<file path="config.mk">
export PLATFORM = sky130hd
export DESIGN_NAME = json_action_block_locator_top
export DESIGN_NICKNAME = d
export VERILOG_FILES = /design/src/rtl/jabl_pkg.sv /design/src/rtl/jabl_in_buf.sv /design/src/rtl/jabl_scan.sv /design/src/rtl/json_action_block_locator_top.sv
export SDC_FILE = /design/constraint.sdc
export NUM_CORES = 1
export LEC_CHECK = 0
export BUFFER_PORTS_ARGS = -buffer_cell sky130_fd_sc_hd__buf_2
export CAP_MARGIN = 20
export CORE_MARGIN = 2
export CORE_UTILIZATION = 54
export CTS_BUF_LIST = sky130_fd_sc_hd__clkbuf_8 sky130_fd_sc_hd__clkbuf_16
export CTS_CLUSTER_SIZE = 25
export DETAILED_ROUTE_END_ITERATION = 8
export PLACE_DENSITY = 0.83
export SLEW_MARGIN = 30
export SYNTH_ARGS = -nofsm -noshare
export SYNTH_HDL_FRONTEND = slang
export SYNTH_SLANG_ARGS = --single-unit
</file>
<file path="constraint.sdc">
create_clock -name i_clk -period 7.5 [get_ports i_clk]
set_clock_uncertainty 0.15 [all_clocks]
set_input_delay 1.125 -clock i_clk [delete_from_list [all_inputs] [get_ports i_clk]]
set_output_delay 1.125 -clock i_clk [all_outputs]
set_load 0.005 [all_outputs]
</file>
<file path="src/rtl/jabl_pkg.sv">
// jabl_pkg: shared types and constants of the action block locator
// no dependencies; imported by jabl_scan and the top level
`default_nettype none

package jabl_pkg;

    // width of the offset and count fields of a result
    localparam int unsigned OFFSET_W = 20;
    localparam int unsigned COUNT_W  = 16;

    // scanner phases
    localparam logic [1:0] PH_KEY     = 2'd0;
    localparam logic [1:0] PH_BRACKET = 2'd1;
    localparam logic [1:0] PH_BRACE   = 2'd2;
    localparam logic [1:0] PH_OBJECT  = 2'd3;

    // characters the scanner reacts to
    localparam logic [15:0] CH_QUOTE  = 16'h0022;
    localparam logic [15:0] CH_BSLASH = 16'h005C;
    localparam logic [15:0] CH_LBRACK = 16'h005B;
    localparam logic [15:0] CH_LBRACE = 16'h007B;
    localparam logic [15:0] CH_RBRACE = 16'h007D;

    // length of the quoted key, quotes included
    localparam logic [3:0] KEY_LEN = 4'd9;

    // one result transaction
    typedef struct packed {
        logic                emit;
        logic                found;
        logic [OFFSET_W-1:0] start;
        logic [OFFSET_W-1:0] stop;
        logic [COUNT_W-1:0]  count;
        logic                done;
        logic                error;
    } t_result;

    // characters of the quoted key "actions"
    function automatic logic [15:0] key_char(input logic [3:0] idx);
        logic [15:0] ch;
        case (idx)
            4'd0:    ch = CH_QUOTE;
            4'd1:    ch = 16'h0061;
            4'd2:    ch = 16'h0063;
            4'd3:    ch = 16'h0074;
            4'd4:    ch = 16'h0069;
            4'd5:    ch = 16'h006F;
            4'd6:    ch = 16'h006E;
            4'd7:    ch = 16'h0073;
            4'd8:    ch = CH_QUOTE;
            default: ch = 16'h0000;
        endcase
        return ch;
    endfunction

endpackage

`default_nettype wire

</file>
<file path="src/rtl/jabl_in_buf.sv">
// jabl_in_buf: input register with a skid entry, so the stall toward
// the sender is a register output; uses no package items
`default_nettype none

module jabl_in_buf (
    input  wire logic        i_clk,
    input  wire logic        i_rst_n,
    input  wire logic        i_valid,
    output logic             o_stall,
    input  wire logic [15:0] i_char_code,
    input  wire logic        i_last_char,
    input  wire logic        i_take,
    output logic             o_valid,
    output logic [15:0]      o_char_code,
    output logic             o_last_char
);

    logic        r_valid, n_valid;
    logic [15:0] r_char, n_char;
    logic        r_last, n_last;
    logic        r_sk_valid, n_sk_valid;
    logic [15:0] r_sk_char, n_sk_char;
    logic        r_sk_last, n_sk_last;
    logic        w_move;
    logic        w_acc;

    // main entry moves when empty or consumed; skid fills only when main holds
    assign w_move = !r_valid || i_take;
    assign w_acc  = i_valid && !r_sk_valid;

    always_comb begin
        n_valid    = r_valid;
        n_char     = r_char;
        n_last     = r_last;
        n_sk_valid = r_sk_valid;
        n_sk_char  = r_sk_char;
        n_sk_last  = r_sk_last;
        if (w_move) begin
            if (r_sk_valid) begin
                n_valid    = 1'b1;
                n_char     = r_sk_char;
                n_last     = r_sk_last;
                n_sk_valid = 1'b0;
            end else begin
                n_valid = w_acc;
                n_char  = i_char_code;
                n_last  = i_last_char;
            end
        end else if (w_acc) begin
            n_sk_valid = 1'b1;
            n_sk_char  = i_char_code;
            n_sk_last  = i_last_char;
        end
    end

    // control state
    always_ff @(posedge i_clk) begin
        if (!i_rst_n) begin
            r_valid    <= 1'b0;
            r_sk_valid <= 1'b0;
        end else begin
            r_valid    <= n_valid;
            r_sk_valid <= n_sk_valid;
        end
    end

    // payload
    always_ff @(posedge i_clk) begin
        r_char    <= n_char;
        r_last    <= n_last;
        r_sk_char <= n_sk_char;
        r_sk_last <= n_sk_last;
    end

    assign o_stall     = r_sk_valid;
    assign o_valid     = r_valid;
    assign o_char_code = r_char;
    assign o_last_char = r_last;

endmodule

`default_nettype wire

</file>
<file path="src/rtl/jabl_scan.sv">
// jabl_scan: scanner state and the per-character update logic
// depends on jabl_pkg for phases, characters and the result type
`default_nettype none

module jabl_scan #(
    parameter int unsigned POSITION_BITS = 20,
    parameter int unsigned DEPTH_BITS    = 8
) (
    input  wire logic             i_clk,
    input  wire logic             i_rst_n,
    input  wire logic             i_take,
    input  wire logic [15:0]      i_char_code,
    input  wire logic             i_last_char,
    output jabl_pkg::t_result     o_res
);

    import jabl_pkg::*;

    logic [1:0]               r_phase, n_phase;
    logic [3:0]               r_key, n_key;
    logic [DEPTH_BITS-1:0]    r_depth, n_depth;
    logic                     r_in_str, n_in_str;
    logic                     r_esc, n_esc;
    logic [POSITION_BITS-1:0] r_pos, n_pos;
    logic [POSITION_BITS-1:0] r_open, n_open;
    logic [COUNT_W-1:0]       r_count, n_count;
    logic                     r_halt, n_halt;
    logic                     w_found;
    logic                     w_err;
    logic [DEPTH_BITS-1:0]    w_depth_dn;
    logic [POSITION_BITS+OFFSET_W-1:0] w_open_ext;
    logic [POSITION_BITS+OFFSET_W-1:0] w_pos_ext;

    assign w_open_ext = {{OFFSET_W{1'b0}}, r_open};
    assign w_pos_ext  = {{OFFSET_W{1'b0}}, r_pos};
    assign w_depth_dn = (r_depth != '0) ? r_depth - 1'b1 : r_depth;

    // next state for one character
    always_comb begin
        n_phase  = r_phase;
        n_key    = r_key;
        n_depth  = r_depth;
        n_in_str = r_in_str;
        n_esc    = r_esc;
        n_pos    = r_pos;
        n_open   = r_open;
        n_count  = r_count;
        n_halt   = r_halt;
        w_found  = 1'b0;
        w_err    = 1'b0;
        if (!r_halt) begin
            if (&r_pos) begin
                // position capacity used up
                n_halt = 1'b1;
                w_err  = 1'b1;
            end else begin
                case (r_phase)
                    PH_KEY: begin
                        if (i_char_code == key_char(r_key)) begin
                            if (r_key == KEY_LEN - 4'd1) begin
                                n_phase = PH_BRACKET;
                                n_key   = 4'd0;
                            end else begin
                                n_key = r_key + 4'd1;
                            end
                        end else begin
                            n_key = (i_char_code == CH_QUOTE) ? 4'd1 : 4'd0;
                        end
                    end
                    PH_BRACKET: begin
                        if (i_char_code == CH_LBRACK) begin
                            n_phase = PH_BRACE;
                        end
                    end
                    PH_BRACE: begin
                        if (i_char_code == CH_LBRACE) begin
                            n_open   = r_pos;
                            n_depth  = {{(DEPTH_BITS-1){1'b0}}, 1'b1};
                            n_in_str = 1'b0;
                            n_esc    = 1'b0;
                            n_phase  = PH_OBJECT;
                        end
                    end
                    PH_OBJECT: begin
                        if (r_in_str) begin
                            if (r_esc) begin
                                n_esc = 1'b0;
                            end else if (i_char_code == CH_BSLASH) begin
                                n_esc = 1'b1;
                            end else if (i_char_code == CH_QUOTE) begin
                                n_in_str = 1'b0;
                            end
                        end else if (i_char_code == CH_QUOTE) begin
                            n_in_str = 1'b1;
                        end else if (i_char_code == CH_LBRACE) begin
                            if (&r_depth) begin
                                n_halt = 1'b1;
                                w_err  = 1'b1;
                            end else begin
                                n_depth = r_depth + 1'b1;
                            end
                        end else if (i_char_code == CH_RBRACE) begin
                            n_depth = w_depth_dn;
                            if (w_depth_dn == '0) begin
                                w_found = 1'b1;
                                n_phase = PH_BRACE;
                                if (r_count != {COUNT_W{1'b1}}) begin
                                    n_count = r_count + 1'b1;
                                end
                            end
                        end
                    end
                    default: begin
                        n_phase = r_phase;
                    end
                endcase
                if (!n_halt) begin
                    n_pos = r_pos + 1'b1;
                end
            end
        end
    end

    // result for this character
    always_comb begin
        o_res.emit  = w_found || w_err || i_last_char;
        o_res.found = w_found;
        o_res.start = w_found ? w_open_ext[OFFSET_W-1:0] : '0;
        o_res.stop  = w_found ? w_pos_ext[OFFSET_W-1:0] : '0;
        o_res.count = n_count;
        o_res.done  = i_last_char;
        o_res.error = n_halt;
    end

    // state update; the last character returns everything to reset
    always_ff @(posedge i_clk) begin
        if (!i_rst_n || (i_take && i_last_char)) begin
            r_phase  <= PH_KEY;
            r_key    <= 4'd0;
            r_depth  <= '0;
            r_in_str <= 1'b0;
            r_esc    <= 1'b0;
            r_pos    <= '0;
            r_open   <= '0;
            r_count  <= '0;
            r_halt   <= 1'b0;
        end else if (i_take) begin
            r_phase  <= n_phase;
            r_key    <= n_key;
            r_depth  <= n_depth;
            r_in_str <= n_in_str;
            r_esc    <= n_esc;
            r_pos    <= n_pos;
            r_open   <= n_open;
            r_count  <= n_count;
            r_halt   <= n_halt;
        end
    end

    // a document end clears the scanner
    a_done_clears: assert property (@(posedge i_clk) disable iff (!i_rst_n)
        i_take && i_last_char |=> r_phase == PH_KEY && r_count == '0 && !r_halt)
        else $error("scanner not cleared after last character");

    // an open object always has nonzero depth
    a_obj_depth: assert property (@(posedge i_clk) disable iff (!i_rst_n)
        r_phase == PH_OBJECT |-> r_depth != '0)
        else $error("object phase with zero depth");

    // key progress stays below the key length
    a_key_range: assert property (@(posedge i_clk) disable iff (!i_rst_n)
        r_key < KEY_LEN)
        else $error("key match index out of range");

    // a halted scanner does not advance its position
    a_halt_freeze: assert property (@(posedge i_clk) disable iff (!i_rst_n)
        r_halt && i_take && !i_last_char |=> $stable(r_pos) && r_halt)
        else $error("halted scanner moved");

endmodule

`default_nettype wire

</file>
<file path="src/rtl/json_action_block_locator_top.sv">
// json_action_block_locator_top: top level of the action block locator
// depends on jabl_pkg, jabl_in_buf and jabl_scan
`default_nettype none

// Takes one UTF-16 character per cycle and sustains one character per
// cycle as long as the result side does not stall. That rate is set by
// the scanner state update, a loop on the phase, depth, string and
// position registers. A character is accepted into the input register,
// or into its skid entry while that register holds, and is scanned while
// it sits in the input register and the result register can take its
// result. Its result, if any, is valid at the output from the next edge
// on. A result transaction is given when an object closes, on a depth
// or position overflow, and on the character marked last, which also
// clears the scanner for the next document. While a result waits under
// output stall, the next character is held in the input register.
// Input stall comes straight from a register.
module json_action_block_locator_top #(
    parameter int unsigned POSITION_BITS = 20,
    parameter int unsigned DEPTH_BITS    = 8
) (
    input  wire logic        i_clk,
    input  wire logic        i_rst_n,
    input  wire logic        i_valid,
    output logic             o_stall,
    input  wire logic [15:0] i_char_code,
    input  wire logic        i_last_char,
    output logic             o_valid,
    input  wire logic        i_stall,
    output logic             o_block_found,
    output logic [19:0]      o_block_start,
    output logic [19:0]      o_block_end,
    output logic [15:0]      o_blocks_so_far,
    output logic             o_doc_done,
    output logic             o_scan_error
);

    import jabl_pkg::*;

    logic        w_in_valid;
    logic [15:0] w_char;
    logic        w_last;
    logic        w_out_ready;
    logic        w_take;
    t_result     w_res;
    logic        r_o_valid;
    t_result     r_res;

    // input register with skid
    jabl_in_buf u_in_buf (
        .i_clk       (i_clk),
        .i_rst_n     (i_rst_n),
        .i_valid     (i_valid),
        .o_stall     (o_stall),
        .i_char_code (i_char_code),
        .i_last_char (i_last_char),
        .i_take      (w_take),
        .o_valid     (w_in_valid),
        .o_char_code (w_char),
        .o_last_char (w_last)
    );

    // a character is scanned when the result register can take its result
    assign w_out_ready = !r_o_valid || !i_stall;
    assign w_take      = w_in_valid && w_out_ready;

    jabl_scan #(
        .POSITION_BITS (POSITION_BITS),
        .DEPTH_BITS    (DEPTH_BITS)
    ) u_scan (
        .i_clk       (i_clk),
        .i_rst_n     (i_rst_n),
        .i_take      (w_take),
        .i_char_code (w_char),
        .i_last_char (w_last),
        .o_res       (w_res)
    );

    // result register valid
    always_ff @(posedge i_clk) begin
        if (!i_rst_n) begin
            r_o_valid <= 1'b0;
        end else if (w_take && w_res.emit) begin
            r_o_valid <= 1'b1;
        end else if (!i_stall) begin
            r_o_valid <= 1'b0;
        end
    end

    // result register payload
    always_ff @(posedge i_clk) begin
        if (w_take && w_res.emit) begin
            r_res <= w_res;
        end
    end

    assign o_valid         = r_o_valid;
    assign o_block_found   = r_res.found;
    assign o_block_start   = r_res.start;
    assign o_block_end     = r_res.stop;
    assign o_blocks_so_far = r_res.count;
    assign o_doc_done      = r_res.done;
    assign o_scan_error    = r_res.error;

endmodule

`default_nettype wire
</file>
Word-level counts from Yosys, hierarchy flattened
Memories as Yosys holds them, arrays and structs flattened. A register that Yosys moved wholly into a read port is not among the register bits.
Index checks and enable logic that the tools add are counted.
Widths: inputs -> output; s select.
{ "word_totals": {"romBits": 112, "memories": 1, "regBits": 169, "out_inout_bits": 61} }
{ "classes": {"eq_ne": 24, "add_sub_neg": 5, "n_bitwise": 5, "n_reduce_logical": 29, "mux": 70} }
{ "memory_table": {"columns": ["name", "words", "word_bits", "rd", "rd_ports_with_merged_regs", "wr", "line_no", "text"], "rows": [
  ["(no name shown)", 16, 7, 1, 1, 0, "jabl_pkg.sv:41", "case (idx)"]
]} }
{ "op_table": {"columns": ["op", "n"], "rows": [
  ["$mux 16", 13],
  ["$eq 16x7->1 const B", 4],
  ["$mux 8", 7],
  ["$mux 1", 33],
  ["$add 20x1->20 const B", 1],
  ["$reduce_and 20->1", 1],
  ["$mux 2", 9],
  ["$add 16x1->16 const B", 1],
  ["$eq 16x16->1", 1],
  ["$eq 16x6->1 const B", 1],
  ["$mux 4", 4],
  ["$ne 16x16->1 const B", 1],
  ["$ne 2x1->1 const B", 8],
  ["$pmux 8 s2", 1],
  ["$reduce_and 12->1", 1],
  ["$reduce_and 5->1", 2],
  ["$reduce_and 9->1", 1],
  ["$add 8x1->8 const B", 1],
  ["$logic_not 8->1", 1],
  ["$pmux 2 s4", 1],
  ["$reduce_and 4->1", 2],
  ["$reduce_and 8->1", 1],
  ["$reduce_bool 8->1", 1],
  ["$sub 8x1->8 const B", 1],
  ["17 further kinds", 36]
]} }

Longest topological paths before layout
Gate-level depths: netlist (run 1).
{ "depth": {"ltp_word": 15, "depth_mapped": 13, "ltp_nobuf": 13} }

By module
From an unflattened synthesis (run 1), not the netlist that was laid out.
{ "unflattened": {"cells_unflattened": 772, "area_unflattened_um2": 8050.2} }
{ "modules_own_cells": {"columns": ["mod", "cells_each", "area_each_um2", "instances", "seq_area_each_um2"], "rows": [
  ["jabl_scan", 647, 4878.4, 1, 1601.5],
  ["json_action_block_locator_top", 65, 1818.0, 1, 1791.7],
  ["jabl_in_buf", 60, 1353.8, 1, 1061.0]
]} }

Least setup slack after synthesis (run 1)
OpenSTA, ideal clock, no wires.
{ "synth_timing": {"path_type": "reg-to-reg", "start": "register u_scan.r_depth[0]", "end": "register r_res, in the netlist o_block_end[0], enable pin", "synth_period_minus_slack_ns": 5.721, "arrival_time_ns": 5.095, "path_slack_ns": 1.779, "path_stages_with_launch": 13, "t_required_ns": 6.874, "n_path_buf": 3, "cell_sequence": "dfxtp_1 > clkbuf_1 > inv_1 > ha_1 > or3b_1 > nor4b_1 > a2111oi_2 > nor4_4 > and2_1 > buf_2 > buf_6 > nor3_1 > nor2_1"} }
{ "synth_via": {"elab_chain_cells": 14, "word_cells_on_any_way": 23} }
{ "synth_lines": {"columns": ["element", "line_no", "text"], "rows": [
  ["from (decl)", "jabl_scan.sv:21", "logic [DEPTH_BITS-1:0] r_depth, n_depth;"],
  ["from (signal assigned)", "jabl_scan.sv:150", "r_depth <= n_depth;"],
  ["$sub 8x1->8 / $reduce_bool 8->1 (equally long branches)", "jabl_scan.sv:36", "assign w_depth_dn = (r_depth != '0) ? r_depth - 1'b1 : r_depth;"],
  ["$mux 8 (*)", "jabl_scan.sv:36", null],
  ["$logic_not 8->1 (*)", "jabl_scan.sv:104", "if (w_depth_dn == '0) begin"],
  ["$mux 1 (*)", "jabl_scan.sv:104", null],
  ["$mux 1 (*)", "jabl_scan.sv:102", "end else if (i_char_code == CH_RBRACE) begin"],
  ["$mux 1 (*)", "jabl_scan.sv:95", "end else if (i_char_code == CH_LBRACE) begin"],
  ["$mux 1 (*)", "jabl_scan.sv:93", "end else if (i_char_code == CH_QUOTE) begin"],
  ["$mux 1 (*)", "jabl_scan.sv:85", "if (r_in_str) begin"],
  ["$mux 1 (*)", "jabl_scan.sv:57", "case (r_phase)"],
  ["$mux 1 (*)", "jabl_scan.sv:52", "if (&r_pos) begin"],
  ["$mux 1 (*)", "jabl_scan.sv:51", "if (!r_halt) begin"],
  ["named net u_scan.w_found", "jabl_scan.sv:28", "logic w_found;"],
  ["$logic_or 1x1->1 (*) (2 in a row)", "jabl_scan.sv:126", "o_res.emit = w_found || w_err || i_last_char;"],
  ["$logic_and 1x1->1 (*)", "json_action_block_locator_top.sv:91", "if (w_take && w_res.emit) begin"],
  ["to (signal assigned)", "json_action_block_locator_top.sv:92", "r_res <= w_res;"],
  ["to (decl)", "json_action_block_locator_top.sv:46", "t_result r_res;"]
]} }
Mark *: on every way through the listed nets, which the timed path passes. The rest lies on a longest branch.
A chain may end at the register's enable or synchronous reset.

Worst setup path in the final report (run 1)
{ "layout_timing": {"start": "register u_scan.r_depth[0]", "end": "register r_res, in the netlist o_block_end[19], enable pin"} }
{ "layout_via": {"elab_chain_cells": 14, "word_cells_on_any_way": 23} }
{ "layout_lines": {"columns": ["element", "line_no"], "rows": [
  ["$sub 8x1->8 / $reduce_bool 8->1 (equally long branches)", "jabl_scan.sv:36"],
  ["$mux 8", "jabl_scan.sv:36"],
  ["$logic_not 8->1", "jabl_scan.sv:104"],
  ["$mux 1", "jabl_scan.sv:104"],
  ["$mux 1", "jabl_scan.sv:102"],
  ["$mux 1", "jabl_scan.sv:95"],
  ["$mux 1", "jabl_scan.sv:93"],
  ["$mux 1", "jabl_scan.sv:85"],
  ["$mux 1", "jabl_scan.sv:57"],
  ["$mux 1", "jabl_scan.sv:52"],
  ["$mux 1", "jabl_scan.sv:51"],
  ["$logic_or 1x1->1 (*) (2 in a row)", "jabl_scan.sv:126"],
  ["$logic_and 1x1->1 (*)", "json_action_block_locator_top.sv:91"]
]} }
Every way passes the cells marked *; elsewhere a longest branch is shown, timed or not.

==> out/qor.yml, run 1 <==
timing:
  slew_viol_final: 0
  max_freq_mhz: 246
  tightest_slew_ps: 1020
  period_needed_ps: 4060
  timing.hold.ws_ps: 295
  setup_tns_ps: 0
  period_share_pct: 54.1
  relSlewSlack_pct: 31.7
  rsz0062_at_grt: "false"
  final_hold_viol_count: 0
  setup_viol: 0
route:
  drt-wirelength-per-cell_um: 16.1
  drt-pass1-iter-count: 5
  wl_mm: 17.0
  num_vias: 6185
  drc: 0
  drt_iter0_markers: 538
  ant_nets: 0
  viasPerCell: 5.85
final_layout:
  fillers: 1206
  antenna_cells: 0
  drive_gt1_share_pct: 18.3
  final_nets: 890
  syn_to_final_growth_pct: 13.0
clock_network:
  htree_num_levels: 4
  cts.path.max_buffers: 2
  clk_pin_slew_ps: 70
  clock_sinks: 176
  cts_tree: "built"
  cts_buffers: 17
  cts-resized-gates: 0
  clockRootBuffer: "clkbuf_16"
  clk-insertion-delay-late_ps: 440
  cts_setup_buffers: 0
  hold_buffers: 0
power_and_ir_drop:
  total_leakage_power_uw: 0.00327
  peakVddDrop_uv: 181
  p_per_area_mw_per_mm2: 210
floorplanning:
  pin_count: 82
  fp.dieW_um: 127
  row_count: 45
  die-area_sq_mm: 0.0162
  core_sq_mm: 0.0150
  start_util_pct: 54.5
  die_h_um: 127
setup_path:
  ff2ff_path_depth: 10
  cp.required_ps: 7410
  cp_max_fo: 59
  worstSetupEndpointType: "flip-flop"
  worst_setup_path_start_kind: "flip-flop"
  crit_type: "reg -> reg"
  worstPathArrival_ps: 3970
placed_design:
  hpwl_mm: 11.3
  portBuffers: 81
  gp_congestion: 0.935
yosys:
  synth_cells: 797
  synth.ff_latch_count: 176
  synth.most_common_cell: "edfxtp_1"
  syn-num-nets: 830
  async_flop_share_pct: 0
  synth_area_leaders: "edfxtp_1 34%, dfxtp_1 20%, nand2_1 4.0%"
  synth_area_leader_cell: "edfxtp_1"
  synth_seq_area_share_pct: 54.4
  yosys_warnings: 0
  yosys.area.top_type_share_pct: 34.1
  ys_top_cells_by_count: "93 x edfxtp_1, 88 x nand2_1, 83 x dfxtp_1"
  syn_area_per_cell_sq_um: 10.3
  syn-cell-area_sq_mm: 0.00819
  synth_edf_count: 93
  ys.flop_type: "edfxtp_1"
  yosysUniqueCellTypes: 72
grt:
  grt_pass1_vias: 5731
  grt_pass1_wl_mm: 27.5
  grt_max_degree: 72
  grt_usage_pct: 21.3
  antenna_found_initial: 0
  overflow: 0
flow_run:
  maxCapViolations: 0
status:
  status: "completed"
worst_hold_path:
  hold_class: "reg -> reg"
  holdPathStages: 2
report_power, final:
group          internal (uW)  switching, uW
clock network            441            406
registers               1030           10.6
logic                   23.8           34.6
total                   1490            451
final timing paths:
kind | from | endpoint | slack [ps]
min reg2reg | u_scan.r_open[5] | u_scan.r_open[5] | 290
max reg2reg | u_scan.r_depth[0] | o_block_end[19] | 3440
max | u_scan.r_depth[0] | o_block_end[19] | 3440
min | u_scan.r_open[5] | u_scan.r_open[5] | 290
per-stage QoR:
stage / instance area [sq um] / instances / worst slack, ps / util [%] / power, uW
after global placement: 8670 / 1026 / 3580 / 57.7 / 1120
after CTS: 9260 / 1058 / 3450 / 61.6 / 1960
after global routing: 9260 / 1058 / 3150 / 61.6 / 2010
after detailed placement: 8680 / 1026 / 3480 / 57.7 / 1120
after floorplan: 8190 / 797 / 1780 / - / 1090
final: 9260 / 1058 / 3440 / 61.6 / 1950
cell type report:
cell class | count | area, sq um | area share, %
flip-flops and latches | 176 | 4450 | 48.1
multi-input cells | 557 | 3480 | 37.6
repair buffers | 87 | 450 | 4.86
clock buffers | 17 | 425 | 4.59
well taps | 188 | 235 | 2.54
clock inverters | 15 | 150 | 1.62
inverters | 18 | 67.6 | 0.730
cell usage in the layout, fill, tap and decap left out, types with 3 or more instances in the layout:
cell type / instances
nand3_1: 33
o31ai_1: 5
nor2b_1: 3
dfxtp_1: 83
nor4b_1: 4
inv_8: 4
mux2i_1: 7
or3_1: 12
and4_1: 6
buf_4: 6
clkbuf_16: 17
inv_1: 17
nor4_4: 3
o21ai_0: 14
or4_1: 6
and3_1: 52
a21oi_1: 60
nor4_1: 11
clkinv_4: 4
ha_1: 12
xor2_1: 27
edfxtp_1: 93
xnor2_1: 14
a31oi_1: 6
and2_1: 7
o21ai_1: 8
o211ai_1: 3
nand2_1: 87
nor2_1: 57
nand4_1: 18
mux2_2: 17
buf_2: 81
nor3_1: 31
critical path: stages (launching register included):
cell and delay, ps:
dfxtp_1 420, inv_1 190, ha_1 330, or3b_1 420
nor4b_1 360, a2111oi_2 120, nor4_4 320, and2_1 500
nor3_1 160, nor2_4 100, buf_4 560
registers in the layout (all words and copies together) (netlist names), 2 cells and up, named ones only:
register / flops
o_block_end: 20
u_in_buf.r_sk_char: 16
u_in_buf.o_char_code: 16
u_scan.r_pos: 20
u_scan.r_open: 20
u_scan.r_count: 16
o_blocks_so_far: 16
u_scan.r_phase: 2
u_scan.r_key: 4
u_scan.r_depth: 8
o_block_start: 20
per-layer routing:
| metal | wire length, um | GRT usage, % | vias to the layer above |
|---|---|---|---|
| li1 | - | - | 3049 |
| met1 | 7490 | 27.2 | 2879 |
| met2 | 8150 | 34.7 | 215 |
| met3 | 911 | 4.82 | 42 |
| met4 | 471 | 10.2 | 0 |
| met5 | 0 | 0 | - |
cells by family (layout without fill, tap and decap cells):
group,Yosys count,after routing,synth area share [%]
AOI/OAI and AO/OA,125,125,9.36
xor gates and xnor gates,41,41,4.38
adders and majority gates,12,12,1.83
buffers and inverters,64,137,3.51
DFF,176,176,54.4
muxes,26,26,3.47
and+or+nand+nor,353,353,23.1
No activity file was read; power rests on OpenSTA's default activity.
==> run 2, diff against run 1 <==
--- a/config.mk
+++ b/config.mk
@@ -5,6 +5,7 @@
 export SDC_FILE = /design/constraint.sdc
 export NUM_CORES = 1
 export LEC_CHECK = 0
+export ABC_AREA = 1
 export BUFFER_PORTS_ARGS = -buffer_cell sky130_fd_sc_hd__buf_2
 export CAP_MARGIN = 20
 export CORE_MARGIN = 2
==> constraint.sdc (replaced) <==
create_clock -name i_clk -period 4.1 [get_ports i_clk]
set_clock_uncertainty 0.15 [all_clocks]
set_input_delay 0.615 -clock i_clk [delete_from_list [all_inputs] [get_ports i_clk]]
set_output_delay 0.615 -clock i_clk [all_outputs]
set_load 0.005 [all_outputs]
==> run 2 against run 1 <==
Compared with the run above:
- critical path depth up 3
- maximum frequency up 26%
- combinational power rose to 3.1 times the previous value
- sequential cell count unchanged
- die area up 4.7%
- largest cell class unchanged
- largest power group unchanged
==> out/qor.yml, run 2 <==
grt:
  grt_pass1_wl_mm: 29.8  # was 27.5 mm
  grt_pass1_vias: 6682  # was 5731
  grt_usage_pct: 22.1  # was 21.3%
  overflow: 0  # unchanged
  antenna_found_initial: 0  # unchanged
  grt_max_degree: 42  # was 72
setup_path:
  crit_chain: "inv_1 -> ha_1 -> nand2_2 -> inv_1 -> nand2_2 -> nand2_1 -> nand3_1 -> nor2_2 -> nand2_1 -> nand3b_1 -> nand2_1 -> inv_2 -> buf_12"  # was inv_1 -> ha_1 -> or3b_1 -> nor4b_1 -> a2111oi_2 -> nor4_4 -> and2_1 -> nor3_1 -> nor2_4 -> buf_4
  max_stage_delay_ps: 410  # was 560 ps
  worstSetupEndpointType: "flip-flop"  # unchanged
  timing.rr.end: "o_block_end[3]"  # was o_block_end[19]
  r2r-start: "u_scan.r_depth[0]"  # unchanged
  cp_common_cell: "nand2_1"
  path_buf_inv: 4  # was 2
  path_delay_family: "simple AND/OR/NAND/NOR gates"  # unchanged
  crit_slowest_cell: "inv_2"  # was buf_4
  r2r_slack_ps: 870  # was 3440 ps
  ff2ff_path_depth: 13  # was 10
  cp_max_fo: 39  # was 59
  worstPathArrival_ps: 3200  # was 3970 ps
  cp.required_ps: 4070  # was 7410 ps
  crit_type: "reg -> reg"  # unchanged
  worst_setup_path_start_kind: "flip-flop"  # unchanged
yosys:
  async_flop_share_pct: 0  # unchanged
  synth_cells: 1007  # was 797
  synth_area_leaders: "edfxtp_1 32%, dfxtp_1 19%, nand2_1 9.1%"  # was edfxtp_1 34%, dfxtp_1 20%, nand2_1 4.0%
  synth_adder_area_share_pct: 1.75  # was 1.83%
  synth_xor_area_share_pct: 3.04  # was 4.38%
  syn-cell-area_sq_mm: 0.00859  # was 0.00819 sq mm
  ys_top_cells_by_count: "209 x nand2_1, 126 x inv_1, 111 x nor2_1"  # was 93 x edfxtp_1, 88 x nand2_1, 83 x dfxtp_1
  synth.area.mux_share_pct: 0  # was 3.47%
  yosys_warnings: 0  # unchanged
  synth_simple_gate_area_share_pct: 26.0  # was 23.1%
  synth_top_family_by_area: "simple AND/OR/NAND/NOR gates"  # unchanged
  yosys.area.top_type_share_pct: 32.5  # was 34.1%
  synth_seq_area_share_pct: 51.8  # was 54.4%
  syn-num-nets: 1040  # was 830
  synth.ff_latch_count: 176  # unchanged
  ys.flop_type: "edfxtp_1"  # unchanged
  synth_compound_area_share_pct: 9.30  # was 9.36%
  synth_edf_count: 93  # unchanged
  syn_area_per_cell_sq_um: 8.53  # was 10.3 sq um
  synth_area_leader_cell: "edfxtp_1"  # unchanged
  synth.most_common_cell: "nand2_1"  # was edfxtp_1
  yosysUniqueCellTypes: 47  # was 72
timing:
  slew_viol_final: 0  # unchanged
  setup_tns_ps: 0  # unchanged
  final_hold_viol_count: 0  # unchanged
  rsz0062_at_grt: "false"  # unchanged
  timing.hold.ws_ps: 221  # was 295 ps
  period_needed_ps: 3230  # was 4060 ps
  relSlewSlack_pct: 40.2  # was 31.7%
  max_freq_mhz: 310  # was 246 MHz
  setup_viol: 0  # unchanged
  tightest_slew_ps: 894  # was 1020 ps
  period_share_pct: 78.7  # was 54.1%
placed_design:
  portBuffers: 81  # unchanged
  dp_cells: 1279  # was 1026
  hpwl_mm: 12.6  # was 11.3 mm
  gp_congestion: 0.889  # was 0.935
route:
  drt_iter0_markers: 482  # was 538
  wl_mm: 17.9  # was 17.0 mm
  ant_nets: 0  # unchanged
  wl_met2_mm: 9.10  # was 8.15 mm
  drt-wirelength-per-cell_um: 13.7  # was 16.1 um
  viasPerCell: 5.31  # was 5.85
  highest_layer: "met4"  # unchanged
  dr_wl_met3_mm: 1.05  # was 911 um
  drt-pass1-iter-count: 7  # was 5
  num_vias: 6958  # was 6185
  drc: 0  # unchanged
  wl_met1_mm: 7.46  # was 7.49 mm
floorplanning:
  pin_count: 82  # unchanged
  die_h_um: 130  # was 127 um
  row_count: 46  # was 45
  die-area_sq_mm: 0.0169  # was 0.0162 sq mm
  start_util_pct: 54.7  # was 54.5%
  fp.dieW_um: 130  # was 127 um
  core_sq_mm: 0.0157  # was 0.0150 sq mm
worst_hold_path:
  holdPathStages: 1  # was 2
  hold_class: "in -> reg"  # was reg -> reg
  min_to: "u_in_buf.r_sk_char[15]"  # was u_scan.r_open[5]
  min_from: "i_char_code[15]"  # was u_scan.r_open[5]
status:
  status: "completed"  # unchanged
power_and_ir_drop:
  peakVddDrop_uv: 281  # was 181 uV
  total_leakage_power_uw: 0.00381  # was 0.00327 uW
  p_per_area_mw_per_mm2: 391  # was 210 mW/mm^2
final_layout:
  final_nets: 1115  # was 890
  drive_gt1_share_pct: 16.7  # was 18.3%
  stdcell_count: 1311  # was 1058
  final_cell_mix: "209 x nand2_1, 127 x inv_1, 111 x nor2_1"  # was 93 x edfxtp_1, 87 x nand2_1, 83 x dfxtp_1
  fillers: 1312  # was 1206
  syn_to_final_growth_pct: 14.1  # was 13.0%
  antenna_cells: 0  # unchanged
  final_common_cell: "nand2_1"  # was edfxtp_1
clock_network:
  clk-insertion-delay-late_ps: 430  # was 440 ps
  cts-resized-gates: 0  # unchanged
  htree_num_levels: 4  # unchanged
  clockRootBuffer: "clkbuf_16"  # unchanged
  hold_buffers: 0  # unchanged
  clock_sinks: 176  # unchanged
  clk_pin_slew_ps: 70  # about the same
  cts_setup_buffers: 0  # unchanged
  cts_tree: "built"  # unchanged
  cts_buffers: 17  # unchanged
  cts.path.max_buffers: 2  # unchanged
flow_run:
  maxCapViolations: 0  # unchanged
-- run 2: per-stage QoR --
step	utilization, %	power [uW]	instance area, sq um	setup slack (ps)
floorplan	-	2080	8590	781
global placement	58.2	2130	9150	975
detailed placement	58.3	2140	9160	923
CTS	62.4	3860	9800	916
global route	62.4	3940	9800	649
finish	62.4	3840	9800	873
-- run 2: where the power goes --
| group | switching (uW) | internal [uW] |
|---|---|---|
| sequential | 26.3 | 1900 |
| combinational | 119 | 63.6 |
| clock | 699 | 1030 |
| total | 844 | 2990 |
-- run 2: logic make-up (layout without fill, tap and decap cells) --
logic type | after synthesis | in the layout
compound gates | 141 | 141
xor+xnor | 29 | 29
fa+ha+maj | 12 | 12
buf+inv | 165 | 253
flops | 176 | 176
simple gates | 484 | 484
-- run 2: routing by layer --
metal,vias to the layer above,global-route usage (%)
li1,3457,-
met1,3210,25.7
met2,258,40.1
met3,33,5.08
met4,0,7.53
met5,-,0
-- run 2: how the worst max path moves through the flow --
stage / from / endpoint / slack [ps] / cells after the start
5_1_grt: u_scan.r_depth[0] / o_block_end[3] / 650 / 12
4_1_cts: u_scan.r_depth[0] / o_block_end[3] / 920 / 13
3_5_place_dp: u_scan.r_depth[0] / o_block_end[19] / 920 / 13
2_1_floorplan: u_scan.r_depth[0] / o_block_end[0] / 780 / 11
3_3_place_gp: i_stall / flip-flop / 980 / 13
6_report: u_scan.r_depth[0] / o_block_end[3] / 870 / 13
-- run 2: layout make-up --
class | count | area [sq um] | area share, %
repair buffers | 89 | 482 | 4.92
multi-input cells | 666 | 3460 | 35.3
well taps | 216 | 270 | 2.76
clock buffers | 17 | 425 | 4.34
flip-flops and latches | 176 | 4450 | 45.4
inverters | 132 | 495 | 5.06
clock inverters | 15 | 213 | 2.17
